==> src/rtl/skt_pkg.sv <==
// ----------------------------------------------------------------------------
// skt_pkg
// shared constants, codes and types of the sorted key table
// ----------------------------------------------------------------------------
package skt_pkg;

  localparam int CAPACITY = 32;
  localparam int IDX_W    = (CAPACITY > 1) ? $clog2(CAPACITY) : 1;
  localparam int CNT_W    = $clog2(CAPACITY + 1);
  localparam int KEY_W    = 31;
  localparam int PAY_W    = 64;
  localparam int POS_W    = 5;
  localparam int STAT_W   = 2;
  localparam int ENTRY_W  = KEY_W + PAY_W;

  localparam logic [STAT_W-1:0] ST_INSERTED  = 2'd0;
  localparam logic [STAT_W-1:0] ST_DUPLICATE = 2'd1;
  localparam logic [STAT_W-1:0] ST_FULL      = 2'd2;
  localparam logic [STAT_W-1:0] ST_SCAN      = 2'd3;

  localparam logic KIND_INSERT = 1'b0;
  localparam logic KIND_SCAN   = 1'b1;

  typedef struct packed {
    logic [KEY_W-1:0] key;
    logic [PAY_W-1:0] payload;
  } entry_t;

  typedef struct packed {
    logic             we;
    logic [IDX_W-1:0] wr_addr;
    entry_t           wr_data;
    logic [IDX_W-1:0] rd_addr;
  } mem_req_t;

  typedef struct packed {
    logic              valid;
    logic [STAT_W-1:0] status;
    logic [POS_W-1:0]  position;
    logic [KEY_W-1:0]  entry_key;
    logic [PAY_W-1:0]  entry_payload;
    logic              last;
  } result_t;

endpackage

==> src/rtl/skt_ram.sv <==
// ----------------------------------------------------------------------------
// skt_ram
// generic single write, single read ram with registered read data
// ----------------------------------------------------------------------------
module skt_ram #(
  parameter int WIDTH = 8,
  parameter int DEPTH = 16
) (
  input  logic                                    clk,
  input  logic                                    we,
  input  logic [((DEPTH > 1) ? $clog2(DEPTH) : 1)-1:0] wr_addr,
  input  logic [WIDTH-1:0]                        wr_data,
  input  logic [((DEPTH > 1) ? $clog2(DEPTH) : 1)-1:0] rd_addr,
  output logic [WIDTH-1:0]                        rd_data
);

  logic [WIDTH-1:0] mem [DEPTH];

  always_ff @(posedge clk) begin
    if (we) begin
      mem[wr_addr] <= wr_data;
    end
    rd_data <= mem[rd_addr];
  end

endmodule

==> src/rtl/skt_ctrl.sv <==
// ----------------------------------------------------------------------------
// skt_ctrl
// sequencer: binary search, shift up, insert write and key-order scan
// ----------------------------------------------------------------------------
module skt_ctrl
  import skt_pkg::*;
(
  input  logic             clk,
  input  logic             rst,
  input  logic             start,
  input  logic             kind,
  input  logic [KEY_W-1:0] key,
  input  logic [PAY_W-1:0] payload,
  output logic             busy,
  output mem_req_t         mem_req,
  input  entry_t           rd_data,
  output result_t          result
);

  localparam logic [2:0] S_IDLE  = 3'd0;
  localparam logic [2:0] S_SREQ  = 3'd1;
  localparam logic [2:0] S_SCMP  = 3'd2;
  localparam logic [2:0] S_SHIFT = 3'd3;
  localparam logic [2:0] S_INS   = 3'd4;
  localparam logic [2:0] S_SCAN  = 3'd5;

  logic [2:0]       state, state_next;
  logic [KEY_W-1:0] op_key;
  logic [PAY_W-1:0] op_payload;
  logic [CNT_W-1:0] lo, lo_next;
  logic [CNT_W-1:0] hi, hi_next;
  logic [CNT_W-1:0] idx, idx_next;
  logic [CNT_W-1:0] count, count_next;
  logic [CNT_W:0]   mid_sum;
  logic [CNT_W-1:0] mid;
  logic [CNT_W-1:0] idx_dec;
  logic [CNT_W-1:0] idx_dec2;
  logic [CNT_W-1:0] idx_inc;
  logic [CNT_W-1:0] cnt_dec;

  assign busy     = (state != S_IDLE);
  assign mid_sum  = {1'b0, lo} + {1'b0, hi};
  assign mid      = mid_sum[CNT_W:1];
  assign idx_dec  = idx - 1'b1;
  assign idx_dec2 = idx - 2'd2;
  assign idx_inc  = idx + 1'b1;
  assign cnt_dec  = count - 1'b1;

  always_comb begin
    state_next     = state;
    lo_next        = lo;
    hi_next        = hi;
    idx_next       = idx;
    count_next     = count;
    mem_req        = '0;
    result         = '0;
    result.entry_key = op_key;
    unique case (state)
      S_IDLE: begin
        if (start) begin
          if (kind == KIND_INSERT) begin
            lo_next    = '0;
            hi_next    = count;
            state_next = S_SREQ;
          end else if (count != '0) begin
            idx_next        = '0;
            mem_req.rd_addr = '0;
            state_next      = S_SCAN;
          end
        end
      end
      S_SREQ: begin
        if (lo == hi) begin
          if (count == CNT_W'(CAPACITY)) begin
            // full table, key not present
            result.valid    = 1'b1;
            result.status   = ST_FULL;
            result.position = '0;
            result.last     = 1'b1;
            state_next      = S_IDLE;
          end else if (count > lo) begin
            idx_next        = count;
            mem_req.rd_addr = cnt_dec[IDX_W-1:0];
            state_next      = S_SHIFT;
          end else begin
            state_next = S_INS;
          end
        end else begin
          idx_next        = mid;
          mem_req.rd_addr = mid[IDX_W-1:0];
          state_next      = S_SCMP;
        end
      end
      S_SCMP: begin
        if (op_key == rd_data.key) begin
          result.valid    = 1'b1;
          result.status   = ST_DUPLICATE;
          result.position = POS_W'(idx);
          result.last     = 1'b1;
          state_next      = S_IDLE;
        end else if (op_key < rd_data.key) begin
          hi_next    = idx;
          state_next = S_SREQ;
        end else begin
          lo_next    = idx_inc;
          state_next = S_SREQ;
        end
      end
      S_SHIFT: begin
        // entry idx-1 is on the read port, move it up to idx
        mem_req.we      = 1'b1;
        mem_req.wr_addr = idx[IDX_W-1:0];
        mem_req.wr_data = rd_data;
        idx_next        = idx_dec;
        if (idx_dec > lo) begin
          mem_req.rd_addr = idx_dec2[IDX_W-1:0];
        end else begin
          state_next = S_INS;
        end
      end
      S_INS: begin
        mem_req.we              = 1'b1;
        mem_req.wr_addr         = lo[IDX_W-1:0];
        mem_req.wr_data.key     = op_key;
        mem_req.wr_data.payload = op_payload;
        count_next              = count + 1'b1;
        result.valid            = 1'b1;
        result.status           = ST_INSERTED;
        result.position         = POS_W'(lo);
        result.last             = 1'b1;
        state_next              = S_IDLE;
      end
      S_SCAN: begin
        result.valid         = 1'b1;
        result.status        = ST_SCAN;
        result.position      = POS_W'(idx);
        result.entry_key     = rd_data.key;
        result.entry_payload = rd_data.payload;
        if (idx_inc == count) begin
          result.last = 1'b1;
          state_next  = S_IDLE;
        end else begin
          idx_next        = idx_inc;
          mem_req.rd_addr = idx_inc[IDX_W-1:0];
        end
      end
      default: begin
        state_next = S_IDLE;
      end
    endcase
  end

  always_ff @(posedge clk) begin
    if (rst) begin
      state <= S_IDLE;
      count <= '0;
    end else begin
      state <= state_next;
      count <= count_next;
    end
    lo  <= lo_next;
    hi  <= hi_next;
    idx <= idx_next;
    if (state == S_IDLE && start) begin
      op_key     <= key;
      op_payload <= payload;
    end
  end

endmodule

==> src/rtl/sorted_key_table_insert_scan_unit.sv <==
// ----------------------------------------------------------------------------
// sorted_key_table_insert_scan_unit
// sorted table of keyed entries with binary-search insert and ordered scan
// ----------------------------------------------------------------------------
// insert: a read request (S_SREQ) and a compare (S_SCMP) per search probe, then
//   S_SHIFT moves higher entries up, S_INS writes the new entry; result is registered
// scan: entries come out in key order, one per cycle, through the result register
// one command at a time: start is taken only in idle, while busy is low
// reset: rst clears the entry count and the sequencer; ram contents are kept
// results cannot be stalled: valid is high for exactly one cycle per result
module sorted_key_table_insert_scan_unit
  import skt_pkg::*;
(
  input  logic              clk,
  input  logic              rst,
  // command side
  input  logic              start,
  output logic              busy,
  input  logic              kind,
  input  logic [KEY_W-1:0]  key,
  input  logic [PAY_W-1:0]  payload,
  // result side
  output logic              valid,
  output logic [STAT_W-1:0] status,
  output logic [POS_W-1:0]  position,
  output logic [KEY_W-1:0]  entry_key,
  output logic [PAY_W-1:0]  entry_payload,
  output logic              last
);

  mem_req_t mem_req;
  entry_t   rd_data;
  logic [ENTRY_W-1:0] rd_word;
  result_t  result;

  // one ram holds key and payload side by side, kept in key order
  skt_ram #(
    .WIDTH (ENTRY_W),
    .DEPTH (CAPACITY)
  ) u_entry_ram (
    .clk     (clk),
    .we      (mem_req.we),
    .wr_addr (mem_req.wr_addr),
    .wr_data (mem_req.wr_data),
    .rd_addr (mem_req.rd_addr),
    .rd_data (rd_word)
  );

  assign rd_data = entry_t'(rd_word);

  // search / shift / scan sequencer
  skt_ctrl u_ctrl (
    .clk     (clk),
    .rst     (rst),
    .start   (start),
    .kind    (kind),
    .key     (key),
    .payload (payload),
    .busy    (busy),
    .mem_req (mem_req),
    .rd_data (rd_data),
    .result  (result)
  );

  // result register: the strobe is cleared by reset, payload just follows
  always_ff @(posedge clk) begin
    if (rst) begin
      valid <= 1'b0;
    end else begin
      valid <= result.valid;
    end
    status        <= result.status;
    position      <= result.position;
    entry_key     <= result.entry_key;
    entry_payload <= result.entry_payload;
    last          <= result.last;
  end

endmodule
==> config.mk <==
export PLATFORM = sky130hd
export DESIGN_NAME = sorted_key_table_insert_scan_unit
export DESIGN_NICKNAME = d
export VERILOG_FILES = /design/src/rtl/skt_pkg.sv /design/src/rtl/skt_ram.sv /design/src/rtl/skt_ctrl.sv /design/src/rtl/sorted_key_table_insert_scan_unit.sv
export SDC_FILE = /design/constraint.sdc
export NUM_CORES = 2
export LEC_CHECK = 0
export BUFFER_PORTS_ARGS = -buffer_cell sky130_fd_sc_hd__buf_2
export CAP_MARGIN = 10
export CORE_MARGIN = 2
export CORE_UTILIZATION = 30
export DETAILED_ROUTE_END_ITERATION = 7
export GPL_TIMING_DRIVEN = 1
export HOLD_SLACK_MARGIN = 0.03
export PLACE_DENSITY = 0.55
export SLEW_MARGIN = 20
export SYNTH_ARGS = -nofsm -noshare
export SYNTH_HDL_FRONTEND = slang
export SYNTH_SLANG_ARGS = --single-unit
==> constraint.sdc <==
create_clock -name clk -period 10.9 [get_ports clk]
set_clock_uncertainty 0.05 [all_clocks]
set_input_delay 1.635 -clock clk [delete_from_list [all_inputs] [get_ports clk]]
set_output_delay 1.635 -clock clk [all_outputs]
set_load 0.02 [all_outputs]
After elaboration in Yosys (flattened, before gate mapping)
Memories as Yosys holds them, arrays and structs flattened. A register that Yosys moved wholly into a read port is not among the register bits.
Index checks and enable logic that the tools add are counted.
- reductions and logical operators: 10
- add/sub/neg operators: 6
- equal/unequal tests: 22
- mux-type cells: 47
- magnitude comparators: 3
- operator list (operator ; number):
    101-bit one-hot mux with 2 select lines ; 1
    95-bit two-way mux ; 1
    6-bit two-way mux ; 15
    8-bit one-hot mux with 4 select lines ; 1
    31-bit equality test ; 1
    31-bit less-than comparator ; 1
    5-bit two-way mux ; 5
    3-bit two-way mux ; 8
    8-bit two-way mux ; 3
    6-bit one-hot mux with 2 select lines ; 2
    6-bit one-hot mux with 4 select lines ; 1
    3-bit one-hot mux with 5 select lines ; 1
    5-bit one-hot mux with 3 select lines ; 1
    2-bit != test (second input constant) ; 7
    6-bit by 1-bit adder with 6-bit output (second input constant) ; 2
    6-bit equality test ; 2
    6-bit > comparator ; 2
    5-bit AND reduction ; 2
    6-bit by 6-bit adder with 7-bit output ; 1
    1-bit two-way mux ; 7
    7-bit AND reduction ; 1
    3-bit by 2-bit equality test with 1-bit output (second input constant) ; 2
    3-bit equality test (second input constant) ; 2
    6-bit equality test (second input constant) ; 1
    other kinds (15) ; 18
- memories kept: 1
- bits in writable memories: 3040
- bits in registers: 226
- word-level logic and storage cells: 102
- bits of input ports: 99
- memories (memory ; words ; bits a word ; read ports ; clocked after memory_dff ; wr ports ; RTL line ; source):
    u_entry_ram.mem ; 32 ; 95 ; 1 ; 1 ; 1 ; skt_ram.sv:17 ; logic [WIDTH-1:0] mem [DEPTH];

Longest topological paths before layout
- depth after elaboration: 5
- gate-level depth with buffers: 20
- depth with buffers taken out: 15

Hierarchy
Synthesis repeated with hierarchy kept, for this count alone.
- cell total of the unflattened synthesis: 6447
- area total of the unflattened synthesis: 127360.9 µm²
- by module, submodules not included (module ; times used ; area each (µm²) ; cells an instance ; seq. area each (µm²)):
    skt_ram ; 1 ; 117337.5 ; 5547 ; 93189.4
    skt_ctrl ; 1 ; 7927.6 ; 795 ; 3573.4
    sorted_key_table_insert_scan_unit ; 1 ; 2095.8 ; 105 ; 2082.0

Worst setup path before layout
OpenSTA, ideal clock, no wires.
- path type: flip-flop to flip-flop
- start point: register u_ctrl.state[2]
- end point: memory u_entry_ram.mem[12][0] in the netlist's numbering (enable)
- data arrival time: 5.664 ns
- cell stages (with the launch flop): 6
- clock period less this slack: 6.264 ns
- setup slack: 4.636 ns
- buffers on the path: 1
- setup time: 0.550 ns
- cell sequence: dfxtp_1 > clkbuf_1 > nor3b_1 > a22oi_1 > or3b_2 > nor2_1
- longest elaborated chain between the ends: 4
- RTL lines (what ; RTL line ; source):
    from (decl) ; skt_ctrl.sv:27 ; logic [2:0] state, state_next;
    from (signal assigned) ; skt_ctrl.sv:158 ; state <= state_next;
    3-bit equality test / 3-bit by 2-bit equality test with 1-bit output (equally long branches) ; skt_ctrl.sv:58 ; unique case (state)
    101-bit one-hot mux with 2 select lines (*) ; skt_ctrl.sv:58 ;
    1-bit two-way mux ; skt_ram.sv:20 ; if (we) begin
    1-bit two-way mux (not written as such) ; skt_ram.sv:21 ; mem[wr_addr] <= wr_data;
    to (decl) ; skt_ram.sv:17 ;
Every way passes the cells marked *; elsewhere a longest branch is shown, timed or not.

Final worst setup path
- start point: register u_ctrl.idx[2]
- end point: register u_entry_ram.rd_data[36], read port of u_entry_ram.mem
- longest elaborated chain between the ends: 4
- RTL lines (what ; RTL line ; source):
    from (decl) ; skt_ctrl.sv:32 ; logic [CNT_W-1:0] idx, idx_next;
    from (signal assigned) ; skt_ctrl.sv:163 ; idx <= idx_next;
    6-bit by 1-bit subtractor with 6-bit output / 6-bit by 1-bit adder with 6-bit output (equally long branches) ; skt_ctrl.sv:44, skt_ctrl.sv:46 ;
    6-bit > comparator / 6-bit equality test (equally long branches) ; skt_ctrl.sv:115, skt_ctrl.sv:139 ;
    5-bit two-way mux, on equally long branches ; skt_ctrl.sv:115, skt_ctrl.sv:139 ;
    5-bit one-hot mux with 3 select lines (*) ; skt_ctrl.sv:58 ;
    to (decl) ; skt_ram.sv:14 ; output logic [WIDTH-1:0] rd_data
Marks and branches as above.
A chain may end at the register's enable or synchronous reset.

==> impl_metrics.json <==
{
  "status": "finished, final reports clean",
  "boundaryPins": 204,
  "relSlewSlack_pct": 15.5,
  "r2r_end": "u_entry_ram.rd_data[36]",
  "cts_buffers": 336,
  "critPathKind": "flop to flop",
  "final_cell_mix": "3153 x edfxtp_1, 1353 x mux2i_1, 491 x nand2_1",
  "holdBufCountCts": 0,
  "synth-xor-area-share_pct": 0.204,
  "synthSimpleGateAreaFrac_pct": 4.55,
  "path_clk_slew_ns": 0.07,
  "core_area_um2": 430000,
  "final_antenna_net_count": 0,
  "die_height_um": 660,
  "initial_core_util_pct": 30.1,
  "dp_hpwl_mm": 196,
  "synth-seq-area-share_pct": 76.5,
  "drive_gt1_share_pct": 11.7,
  "cp.arrival_ns": 7.59,
  "dieArea_um2": 436000,
  "avgSynthCellArea_um2": 16.9,
  "syn_to_final_growth_pct": 14.6,
  "cts_resized": 0,
  "drt_wl_total_mm": 386,
  "fillCellCount": 40600,
  "clock_latency_ns": 0.91,
  "reg2reg_depth": 16,
  "period_share_pct": 62.8,
  "finish.net_count": 8019,
  "hold_class": "flop to flop",
  "drt_iter0_markers": 7694,
  "p_leak_nw": 52.7,
  "root_buffer": "clkbuf_16",
  "power.total_w": 0.0392,
  "grt_pass1_wl_mm": 536,
  "drv_cap": 0,
  "netlist_instances": 7636,
  "synth_fa_ha_area_share_pct": 0.558,
  "hold_viol_final": 0,
  "hold_depth": 2,
  "via_count": 72200,
  "fmax_mhz": 146,
  "cts_tree": "yes",
  "synth_cell_types": 60,
  "synth_top_family_by_area": "multiplexers",
  "viasPerCell": 5.21,
  "grt_usage_pct": 17.1,
  "numClockSinks": 3361,
  "synth_ff_type": "edfxtp_1",
  "rsz0062_at_grt": "false",
  "min_period_ns": 6.85,
  "gp_congestion": 0.857,
  "grt_pass1_vias": 69900,
  "synth_area_um2": 129000,
  "grt_max_degree": 142,
  "cp_max_fo": 124,
  "endpoint": "u_entry_ram.rd_data[36]",
  "setup_tns_ns": 0,
  "portBuffers": 203,
  "ys_seq_elements": 3361,
  "tightest_slew_ns": 1.25,
  "synth.area.mux_share_pct": 10.5,
  "finalSetupViolCount": 0,
  "std_cell_rows": 241,
  "reg2reg_slack_ns": 4.05,
  "crit_start": "u_ctrl.idx[2]",
  "worstPathRequired_ns": 11.64,
  "r2r_start": "u_ctrl.idx[2]",
  "synth_fp_nets": 7792,
  "maxSlewViolCount": 0,
  "route.detailed.drc": 0,
  "htree_levels": 5,
  "hold_ws_ns": 0.456,
  "layout_commonest_cell": "edfxtp_1",
  "cts_setup_buffers": 0,
  "p_per_area_nw_per_um2": 264,
  "synth-compound-area-share_pct": 5.87,
  "clockBufferDepth": 4,
  "worst_ir_drop_vdd_uv": 420,
  "synth_edf_count": 3153,
  "async_reset_ff_share_pct": 0,
  "drt-pass1-iter-count": 6,
  "endpoint_kind": "flop",
  "grt-ovfl-total": 0,
  "grt_antenna_before_repair": 24,
  "die_w_um": 660,
  "start_kind": "flop",
  "yosys_warnings": 0,
  "wire_per_inst_um": 27.8
}
[worst min-delay path by stage]
stage / startpoint / endpoint / slack [ns]
4_1_cts: u_entry_ram.rd_data[92] / entry_key[28] / 0.46
6_report: u_entry_ram.rd_data[92] / entry_key[28] / 0.46
5_1_grt: u_entry_ram.rd_data[92] / entry_key[28] / 0.49
3_3_place_gp: u_entry_ram.rd_data[92] / entry_key[28] / 0.46
2_1_floorplan: u_entry_ram.rd_data[64] / entry_key[0] / 0.40
3_5_place_dp: u_entry_ram.rd_data[92] / entry_key[28] / 0.45
[synthesized netlist by cell type, types with 3 or more instances]
| master | instances | area [um^2] |
|---|---|---|
| a32oi_1 | 24 | 210 |
| ha_1 | 56 | 701 |
| nand4_1 | 16 | 100 |
| inv_1 | 48 | 180 |
| buf_1 | 19 | 71.3 |
| nand2b_1 | 4 | 25.0 |
| o21a_1 | 10 | 75.1 |
| a221o_1 | 110 | 1100 |
| nor4_1 | 100 | 626 |
| a21o_1 | 16 | 120 |
| nor2_1 | 70 | 263 |
| and3_1 | 66 | 413 |
| dfxtp_1 | 208 | 4160 |
| xnor2_1 | 13 | 114 |
| o21ai_0 | 47 | 235 |
| mux2_2 | 3 | 33.8 |
| nand3_1 | 467 | 2340 |
| mux2i_1 | 1353 | 13500 |
| a22oi_1 | 5 | 37.5 |
| xor2_1 | 12 | 105 |
| buf_4 | 58 | 435 |
| nor3b_1 | 3 | 22.5 |
| a22o_1 | 261 | 2290 |
| a21boi_0 | 6 | 45.0 |
| nor2b_1 | 6 | 37.5 |
| and2_1 | 5 | 31.3 |
| nand2_1 | 496 | 1860 |
| clkbuf_1 | 252 | 946 |
| buf_2 | 149 | 746 |
| a21oi_1 | 167 | 836 |
| a31oi_1 | 25 | 156 |
| o32ai_1 | 31 | 272 |
| edfxtp_1 | 3153 | 94700 |
| nor3_1 | 13 | 65.1 |
| o22ai_1 | 331 | 2070 |
[registers in the layout, indices dropped and copies added, names as in the netlist]
| name | flops |
|---|---|
| position | 5 |
| u_ctrl.lo | 6 |
| status | 2 |
| u_ctrl.op_payload | 64 |
| u_ctrl.idx | 6 |
| entry_key | 31 |
| entry_payload | 64 |
| valid | 1 |
| u_ctrl.state | 3 |
| u_entry_ram.mem | 3040 |
| u_ctrl.count | 6 |
| u_ctrl.op_key | 31 |
| u_ctrl.hi | 6 |
| u_entry_ram.rd_data | 95 |
| last | 1 |
[layer usage]
layer | share of wire (%) | vias up | wire, um | track usage, %
met5 | 0.0091 | - | 35 | 0
met4 | 3.8 | 6 | 14700 | 6.27
met3 | 6.7 | 671 | 25700 | 2.24
met2 | 49 | 2917 | 189000 | 29.0
met1 | 41 | 37900 | 157000 | 22.2
li1 | - | 30800 | - | -
[area by class of cell]
cell class                 instances  area, um^2  share of cell area (%)
sequential                      3361       98800                    66.7
multi-input combinational       3749       28500                    19.2
clock buffer                     436        9320                    6.29
tap                             5710        7140                    4.82
timing repair buffer             367        2600                    1.75
clock inverter                   174        1560                    1.05
inverter                          48         180                   0.122
antenna                           13        32.5                  0.0220
[critical path, stage by stage, from the launching register on]
cell and delay, ns:
edfxtp_1 0.59, inv_1 0.18, ha_1 0.19, a21boi_0 0.39, nand2_1 0.13, xnor2_1 0.24, ha_1 0.30, a21boi_0 0.14
o311ai_2 0.75, and2_1 0.32, o21a_4 0.74, buf_12 0.62, buf_4 0.92, mux2i_1 0.19, mux2i_1 0.19, o22ai_1 0.11
nor4_1 0.34
[cells by family (layout without fill, tap and decap cells)]
| family | count (synthesis) | count (layout) |
|---|---|---|
| buffers and inverters | 526 | 1025 |
| adders and majority gates | 57 | 57 |
| xor gates and xnor gates | 27 | 27 |
| muxes | 1356 | 1356 |
| DFF | 3361 | 3361 |
| other | 0 | 13 |
| and+or+nand+nor | 1259 | 1259 |
| AOI/OAI and AO/OA | 1050 | 1050 |
[per-stage QoR]
stage	instances	cell area [um^2]	utilization, %	setup slack (ns)
6_report	13900	148000	34.5	4.05
5_1_grt	13900	148000	34.5	3.65
4_1_cts	13800	148000	34.4	4.29
3_5_place_dp	13200	137000	31.9	4.33
3_3_place_gp	13200	137000	31.9	4.45
2_1_floorplan	7636	129000	-	4.64
[power breakdown]
part	switching (W)	leakage (nW)	internal (W)
logic	0.00770	16.8	0.00420
registers	0.000522	30.6	0.0153
clock network	0.00484	5.31	0.00663
total	0.0131	52.7	0.0261
(Power assumes the default switching activity.)
